$ cat src/design/mpq_pkg.sv
// Shared types and constants for the max priority queue.
package mpq_pkg;

  // Number of cells in the sorted chain.
  localparam int unsigned CAPACITY = 16;
  // Width of the internal occupancy counter.
  localparam int unsigned CNT_W = $clog2(CAPACITY + 1);
  // Width of the reported entry count field.
  localparam int unsigned COUNT_OUT_W = 5;

  // Operation codes of an input item.
  typedef enum logic {
    OP_INSERT = 1'b0,
    OP_REMOVE = 1'b1
  } op_e;

  // Result status codes.
  typedef enum logic [1:0] {
    ST_INSERTED     = 2'd0,
    ST_REMOVED      = 2'd1,
    ST_REMOVE_EMPTY = 2'd2,
    ST_INSERT_FULL  = 2'd3
  } status_e;

  // One stored entry.
  typedef struct packed {
    logic signed [31:0] value;
    logic signed [15:0] prio;
  } entry_t;

  // Per-cycle command broadcast to every cell.
  typedef struct packed {
    logic ins;
    logic rem;
  } cell_ctrl_t;

endpackage

$ cat src/design/max_priority_queue_unit.sv
// Top level of the max priority queue: sorted cell chain, counter and result register.
//
// The queue keeps up to CAPACITY entries in a chain of cells sorted by priority, highest
// first, newest first among equal priorities. An insert is placed by every cell comparing
// its entry against the new one; a remove shifts the whole chain one cell toward the head.
// The result of each accepted item appears in the output register on the next cycle, and a
// new item is taken in every cycle in which the output register is empty or being drained.
// The output register is the only limit on throughput: with the result side always ready
// the block sustains one item per cycle.
module max_priority_queue_unit
  import mpq_pkg::*;
(
  input  logic        clk_i,
  input  logic        rst_ni,
  input  logic        s_axis_tvalid,
  output logic        s_axis_tready,
  input  logic [47:0] s_axis_tdata,   // value [31:0], priority_req [47:32]
  input  logic        s_axis_tuser,   // op [0]
  output logic        m_axis_tvalid,
  input  logic        m_axis_tready,
  output logic [39:0] m_axis_tdata,   // removed_value [31:0], now_empty [32],
                                      // entry_count [37:33], zero [39:38]
  output logic [1:0]  m_axis_tuser    // status [1:0]
);

  logic       in_accept;
  op_e        op;
  entry_t     new_entry;
  cell_ctrl_t ctrl;

  logic [CNT_W-1:0] count_q, count_d;
  logic             is_full, is_empty;

  entry_t               cell_entry [CAPACITY];
  logic [CAPACITY-1:0]  cell_valid;
  logic [CAPACITY-1:0]  cell_beats;

  logic               out_valid_q;
  logic signed [31:0] out_value_q, out_value_d;
  status_e            out_status_q, out_status_d;
  logic [CNT_W-1:0]   out_count_q;
  logic [CNT_W+COUNT_OUT_W-1:0] count_ext;

  // Input decode and handshake.
  assign s_axis_tready   = !out_valid_q || m_axis_tready;
  assign in_accept       = s_axis_tvalid && s_axis_tready;
  assign op              = op_e'(s_axis_tuser);
  assign new_entry.value = s_axis_tdata[31:0];
  assign new_entry.prio  = s_axis_tdata[47:32];

  assign is_full  = (count_q == CNT_W'(CAPACITY));
  assign is_empty = (count_q == '0);

  // Command to the chain and the result of this item.
  always_comb begin
    ctrl         = '0;
    count_d      = count_q;
    out_value_d  = '0;
    out_status_d = ST_INSERTED;
    case (op)
      OP_INSERT: begin
        if (is_full) begin
          out_status_d = ST_INSERT_FULL;
        end else begin
          ctrl.ins     = in_accept;
          count_d      = count_q + 1'b1;
          out_status_d = ST_INSERTED;
        end
      end
      OP_REMOVE: begin
        if (is_empty) begin
          out_status_d = ST_REMOVE_EMPTY;
        end else begin
          ctrl.rem     = in_accept;
          count_d      = count_q - 1'b1;
          out_value_d  = cell_entry[0].value;
          out_status_d = ST_REMOVED;
        end
      end
      default: begin
        out_status_d = ST_INSERTED;
      end
    endcase
  end

  // Chain of cells, head at index zero.
  for (genvar i = 0; i < CAPACITY; i++) begin : g_cell
    entry_t left_entry, right_entry;
    logic   left_valid, right_valid, left_beats;

    if (i == 0) begin : g_head
      assign left_entry = new_entry;
      assign left_valid = 1'b0;
      assign left_beats = 1'b1;
    end else begin : g_body
      assign left_entry = cell_entry[i-1];
      assign left_valid = cell_valid[i-1];
      assign left_beats = cell_beats[i-1];
    end

    if (i == CAPACITY - 1) begin : g_tail
      assign right_entry = new_entry;
      assign right_valid = 1'b0;
    end else begin : g_inner
      assign right_entry = cell_entry[i+1];
      assign right_valid = cell_valid[i+1];
    end

    mpq_cell u_cell (
      .clk_i         (clk_i),
      .rst_ni        (rst_ni),
      .ctrl_i        (ctrl),
      .new_entry_i   (new_entry),
      .left_beats_i  (left_beats),
      .left_entry_i  (left_entry),
      .left_valid_i  (left_valid),
      .right_entry_i (right_entry),
      .right_valid_i (right_valid),
      .entry_o       (cell_entry[i]),
      .valid_o       (cell_valid[i]),
      .beats_o       (cell_beats[i])
    );
  end

  // Occupancy counter and output valid.
  always_ff @(posedge clk_i or negedge rst_ni) begin
    if (!rst_ni) begin
      count_q     <= '0;
      out_valid_q <= 1'b0;
    end else begin
      if (in_accept) begin
        count_q <= count_d;
      end
      if (in_accept) begin
        out_valid_q <= 1'b1;
      end else if (m_axis_tready) begin
        out_valid_q <= 1'b0;
      end
    end
  end

  // Result payload register.
  always_ff @(posedge clk_i) begin
    if (in_accept) begin
      out_value_q  <= out_value_d;
      out_status_q <= out_status_d;
      out_count_q  <= count_d;
    end
  end

  // Output packing.
  assign count_ext     = {{COUNT_OUT_W{1'b0}}, out_count_q};
  assign m_axis_tvalid = out_valid_q;
  assign m_axis_tdata  = {2'b00, count_ext[COUNT_OUT_W-1:0], (out_count_q == '0), out_value_q};
  assign m_axis_tuser  = out_status_q;

  // The occupancy never goes past the number of cells.
  assert property (@(posedge clk_i) disable iff (!rst_ni) count_q <= CNT_W'(CAPACITY))
    else $error("occupancy exceeds capacity");

  // The head cell holds an entry exactly when the queue is not empty.
  assert property (@(posedge clk_i) disable iff (!rst_ni) cell_valid[0] == !is_empty)
    else $error("head cell valid disagrees with occupancy");

  // The number of valid cells always equals the occupancy.
  assert property (@(posedge clk_i) disable iff (!rst_ni)
    $countones(cell_valid) == int'(count_q))
    else $error("valid cells disagree with occupancy");

  // A successful remove lowers the occupancy by one on the next cycle.
  assert property (@(posedge clk_i) disable iff (!rst_ni)
    (in_accept && op == OP_REMOVE && !is_empty) |=> count_q == $past(count_q) - 1'b1)
    else $error("remove did not lower occupancy");

endmodule

$ cat src/design/mpq_cell.sv
// One cell of the sorted chain: holds a single entry and its valid bit.
module mpq_cell
  import mpq_pkg::*;
(
  input  logic       clk_i,
  input  logic       rst_ni,
  input  cell_ctrl_t ctrl_i,
  input  entry_t     new_entry_i,
  input  logic       left_beats_i,
  input  entry_t     left_entry_i,
  input  logic       left_valid_i,
  input  entry_t     right_entry_i,
  input  logic       right_valid_i,
  output entry_t     entry_o,
  output logic       valid_o,
  output logic       beats_o
);

  entry_t entry_q, entry_d;
  logic   valid_q, valid_d;

  // The held entry stays ahead of a new one only with a strictly greater priority,
  // so that among equal priorities the newest entry sits closest to the head.
  assign beats_o = valid_q && (entry_q.prio > new_entry_i.prio);

  // Insert keeps, takes the new entry, or shifts from the left; remove shifts from the right.
  always_comb begin
    entry_d = entry_q;
    valid_d = valid_q;
    if (ctrl_i.ins) begin
      if (beats_o) begin
        entry_d = entry_q;
        valid_d = valid_q;
      end else if (left_beats_i) begin
        entry_d = new_entry_i;
        valid_d = 1'b1;
      end else begin
        entry_d = left_entry_i;
        valid_d = left_valid_i;
      end
    end else if (ctrl_i.rem) begin
      entry_d = right_entry_i;
      valid_d = right_valid_i;
    end
  end

  // Valid bit is control state and is cleared by reset.
  always_ff @(posedge clk_i or negedge rst_ni) begin
    if (!rst_ni) begin
      valid_q <= 1'b0;
    end else begin
      valid_q <= valid_d;
    end
  end

  // Entry payload needs no reset.
  always_ff @(posedge clk_i) begin
    entry_q <= entry_d;
  end

  assign entry_o = entry_q;
  assign valid_o = valid_q;

endmodule
$ cat config.mk
export PLATFORM = sky130hd
export DESIGN_NAME = max_priority_queue_unit
export DESIGN_NICKNAME = d
export VERILOG_FILES = /design/src/design/mpq_pkg.sv /design/src/design/max_priority_queue_unit.sv /design/src/design/mpq_cell.sv
export SDC_FILE = /design/constraint.sdc
export NUM_CORES = 2
export LEC_CHECK = 0
export BUFFER_PORTS_ARGS = -buffer_cell sky130_fd_sc_hd__buf_2
export CORE_ASPECT_RATIO = 2
export CORE_UTILIZATION = 33
export DETAILED_ROUTE_END_ITERATION = 8
export GPL_ROUTABILITY_DRIVEN = 0
export HOLD_SLACK_MARGIN = 0.05
export MAX_ROUTING_LAYER = met4
export SLEW_MARGIN = 20
export SYNTH_ARGS = -nofsm -noshare
export SYNTH_HDL_FRONTEND = slang
export SYNTH_SLANG_ARGS = --single-unit
$ cat constraint.sdc
create_clock -name clk_i -period 13.4 [get_ports clk_i]
set_input_delay 4.02 -clock clk_i [delete_from_list [all_inputs] [get_ports clk_i]]
set_output_delay 4.02 -clock clk_i [all_outputs]
set_load 0.05 [all_outputs]
==> impl_metrics.env <==
export IMPL_cts_setup_buffers=0
export IMPL_fin_util_pct=36.6
export IMPL_hold_depth=2
export IMPL_r2r_end="g_cell[6].u_cell.entry_o[41]$_DFFE_PP_"
export IMPL_cp_arrival_ns=4.79
export IMPL_clk_latency_ns=0.69
export IMPL_die_x_um=264
export IMPL_antenna_found_initial=13
export IMPL_crit_buf_inv=3
export IMPL_maxClockFrequency_mhz=113
export IMPL_totalWireLength_um=157000
export IMPL_fin_setup_tns_ns=0
export IMPL_firstDrtPassIters=7
export IMPL_skew_ns=0.0272
export IMPL_cts_resized=0
export IMPL_cp_required_ns=9.38
export IMPL_viasPerCell=5.93
export IMPL_final_antenna_net_count=0
export IMPL_seq_area_frac_synth_pct=54.6
export IMPL_grt_ovfl_total=0
export IMPL_cpMaxStageDelayCell="nor2b_1"
export IMPL_synth_edf_count=807
export IMPL_drc_errors=0
export IMPL_syn_cell_area_um2=45400
export IMPL_area_delta_synth_final_pct=10.2
export IMPL_cp_max_fo=3
export IMPL_grt_pass1_vias=35300
export IMPL_p_leak_nw=18.3
export IMPL_r2r_setup_slack_ns=7.75
export IMPL_initial_core_util_pct=33.2
export IMPL_dieArea_um2=139000
export IMPL_worstPathCellList="buf_2 -> nor2b_1 -> inv_1 -> buf_2"
export IMPL_crit_type="in2out"
export IMPL_ys_flop_type="edfxtp_1"
export IMPL_ir_worst_vdd_v=0.000124
export IMPL_hp_class="reg2reg"
export IMPL_nNetsFinal=4472
export IMPL_ioPinCount=97
export IMPL_period_share_pct=65.8
export IMPL_grt_pass1_wl_um=230000
export IMPL_worst_hold_slack_ns=0.550
export IMPL_rr_startpoint="count_q[0]$_DFFE_PN0P_"
export IMPL_crit_path_end_kind="output port"
export IMPL_hold_buffers=0
export IMPL_synth_seq_cells=829
export IMPL_cts_sinks=829
export IMPL_syn_avg_cell_area_um2=10.6
export IMPL_p_per_area_nw_per_um2=179
export IMPL_reg2reg_depth=10
export IMPL_dp_hpwl_um=97000
export IMPL_routedWlPerCell_um=26.2
export IMPL_rsz0062_at_grt="no"
export IMPL_hp_start="g_cell[1].u_cell.entry_o[21]$_DFFE_PP_"
export IMPL_first_iter_violations=3495
export IMPL_status="finished, final reports clean"
export IMPL_layout_min_cycle_time_ns=8.81
export IMPL_cp_common_cell="buf_2"
export IMPL_cap_violations=0
export IMPL_worst_path_dominant_cell_family="buffers and inverters"
export IMPL_fin_ws_ns=4.59
export IMPL_track_usage_pct=22.8
export IMPL_layout_drive_gt1_share_pct=8.36
export IMPL_cts_root_buffer="clkbuf_16"
export IMPL_setup_violations=0
export IMPL_async_flop_share_pct=2.65
export IMPL_cts_buffers=75
export IMPL_placedCellCount=5830
export IMPL_cts_tree="yes"
export IMPL_clkTransAtPathRegs_ns=0.07
export IMPL_port_buffer_count=94
export IMPL_die_h_um=527
export IMPL_hold_path_end="g_cell[0].u_cell.entry_o[21]$_DFFE_PP_"
export IMPL_htreeDepth=3
export IMPL_core_um2=137000
export IMPL_via_count=35500
export IMPL_final_cells=5979
export IMPL_final_max_slew_viol_count=0
export IMPL_netlist_instances=4282
export IMPL_critPathLaunchType="input pin"
export IMPL_yosysWarnings=0
export IMPL_synth_distinct_cells=57
export IMPL_hold_violations=0
export IMPL_pre_cts_ws_ns=4.31
export IMPL_num_rows=192
export IMPL_max_stage_delay_ns=0.31
export IMPL_maxSlewHeadroom_pct=18.5
export IMPL_tightestPinTransition_ns=1.22
export IMPL_grt_max_degree=229
export IMPL_clk_path_buf_depth=3
-- worst max path at each step --
stage	startpoint	end	slack [ns]	cells after the start
finish	m_axis_tready	s_axis_tready	4.59	4
global route	m_axis_tready	s_axis_tready	4.53	4
CTS	m_axis_tready	s_axis_tready	4.59	4
detailed placement	s_axis_tdata[42]	g_cell[2].u_cell.entry_o[39]$_DFFE_PP_	4.31	10
global placement	s_axis_tdata[43]	g_cell[2].u_cell.entry_o[39]$_DFFE_PP_	4.12	9
floorplan	s_axis_tdata[47]	g_cell[1].u_cell.entry_o[0]$_DFFE_PP_	3.55	9
-- area by class of cell --
class	instances	area [um2]
multi-input cells	3033	19200
clock buffers	90	1990
repair buffers	163	1010
flip-flops and latches	829	24800
inverters	59	221
clock inverters	49	572
well taps	1746	2180
diodes	10	25.0
fillers	13400	86700
-- cells in the final DEF (no fill, tap or decap), types with 6 or more instances in the layout --
| cell | instances |
|---|---|
| nor2_1 | 60 |
| o221ai_1 | 11 |
| nor2b_1 | 11 |
| o22ai_1 | 13 |
| nand2_2 | 8 |
| clkbuf_16 | 77 |
| mux2_1 | 9 |
| buf_2 | 94 |
| mux2_2 | 43 |
| and2_1 | 35 |
| o21a_1 | 6 |
| clkbuf_1 | 12 |
| bufinv_16 | 11 |
| diode_2 | 10 |
| a21oi_1 | 67 |
| o31a_1 | 8 |
| a21o_1 | 43 |
| nand3_1 | 548 |
| edfxtp_1 | 807 |
| nand2b_1 | 10 |
| o21ai_0 | 176 |
| inv_1 | 58 |
| nor3_1 | 8 |
| a31oi_1 | 6 |
| mux2i_1 | 145 |
| o211ai_1 | 537 |
| buf_4 | 67 |
| clkinv_2 | 10 |
| clkinv_1 | 13 |
| dfrtp_1 | 22 |
| nand4_1 | 55 |
| nand2_1 | 877 |
| a211oi_1 | 16 |
| a211o_1 | 6 |
| ha_1 | 258 |
-- through the flow --
step	area, um2	power (mW)
6_report	50000	8.95
2_1_floorplan	45400	5.50
3_5_place_dp	47400	6.61
3_3_place_gp	47400	6.56
4_1_cts	50000	8.97
5_1_grt	50000	9.29
-- flip-flops by register name, summed over array words and instances, names as in the netlist --
register	flops
count_q	5
g_cell.u_cell.entry_o	768
g_cell.u_cell.valid_o	16
m_axis_tuser	2
m_axis_tvalid	1
out_count_q	5
out_value_q	32
-- routing by layer --
layer	vias to the layer above	global-route usage (%)	part of all wire [%]
li1	16000	-	-
met1	17600	24.4	36
met2	1419	39.2	51
met3	481	2.71	5.3
met4	0	15.6	7.6
met5	-	-	0
-- tightest hold or removal path, stage by stage, from the launching register on --
cell and delay [ns]:
edfxtp_1 0.34, nand2_1 0.05, nand2_1 0.06
-- power breakdown --
group / leakage [nW] / total, mW / switching (mW) / internal [mW]
Sequential: 7.85 / 3.83 / 0.316 / 3.52
Clock: 1.24 / 2.36 / 1.07 / 1.29
Combinational: 9.20 / 2.76 / 2.03 / 0.734
-- kinds of logic after synthesis --
kind of cell | synth area share (%)
AO/OA/AOI/OAI | 14.2
multiplexers | 4.54
buffers and inverters | 3.56
flip-flops | 54.6
AND/OR/NAND/NOR | 15.9
adder cells (fa/ha/maj) | 7.11
other | 0.00826
XOR/XNOR | 0.0386
-- synth_stat cells, types with 5 or more instances --
cell	number	area share, %
nand2_1	889	7.4
edfxtp_1	807	53
nand3_1	550	6.1
o211ai_1	537	8.9
clkbuf_1	318	2.6
ha_1	258	7.1
o21ai_0	180	2.0
mux2i_1	145	3.2
a21oi_1	68	0.75
nor2_1	60	0.50
inv_1	58	0.48
nand4_1	55	0.76
mux2_2	45	1.1
a21o_1	43	0.71
and2_1	35	0.48
buf_1	23	0.19
dfrtp_1	22	1.2
buf_2	17	0.19
a211oi_1	16	0.26
o22ai_1	13	0.18
nor2b_1	11	0.15
o221ai_1	11	0.21
nand2b_1	10	0.14
mux2_1	9	0.22
nor3_1	8	0.088
o31a_1	8	0.15
a31oi_1	7	0.096
o21a_1	7	0.12
a211o_1	6	0.12
a2111o_1	5	0.12
Note: power is estimated with default switching activity, not from simulation.
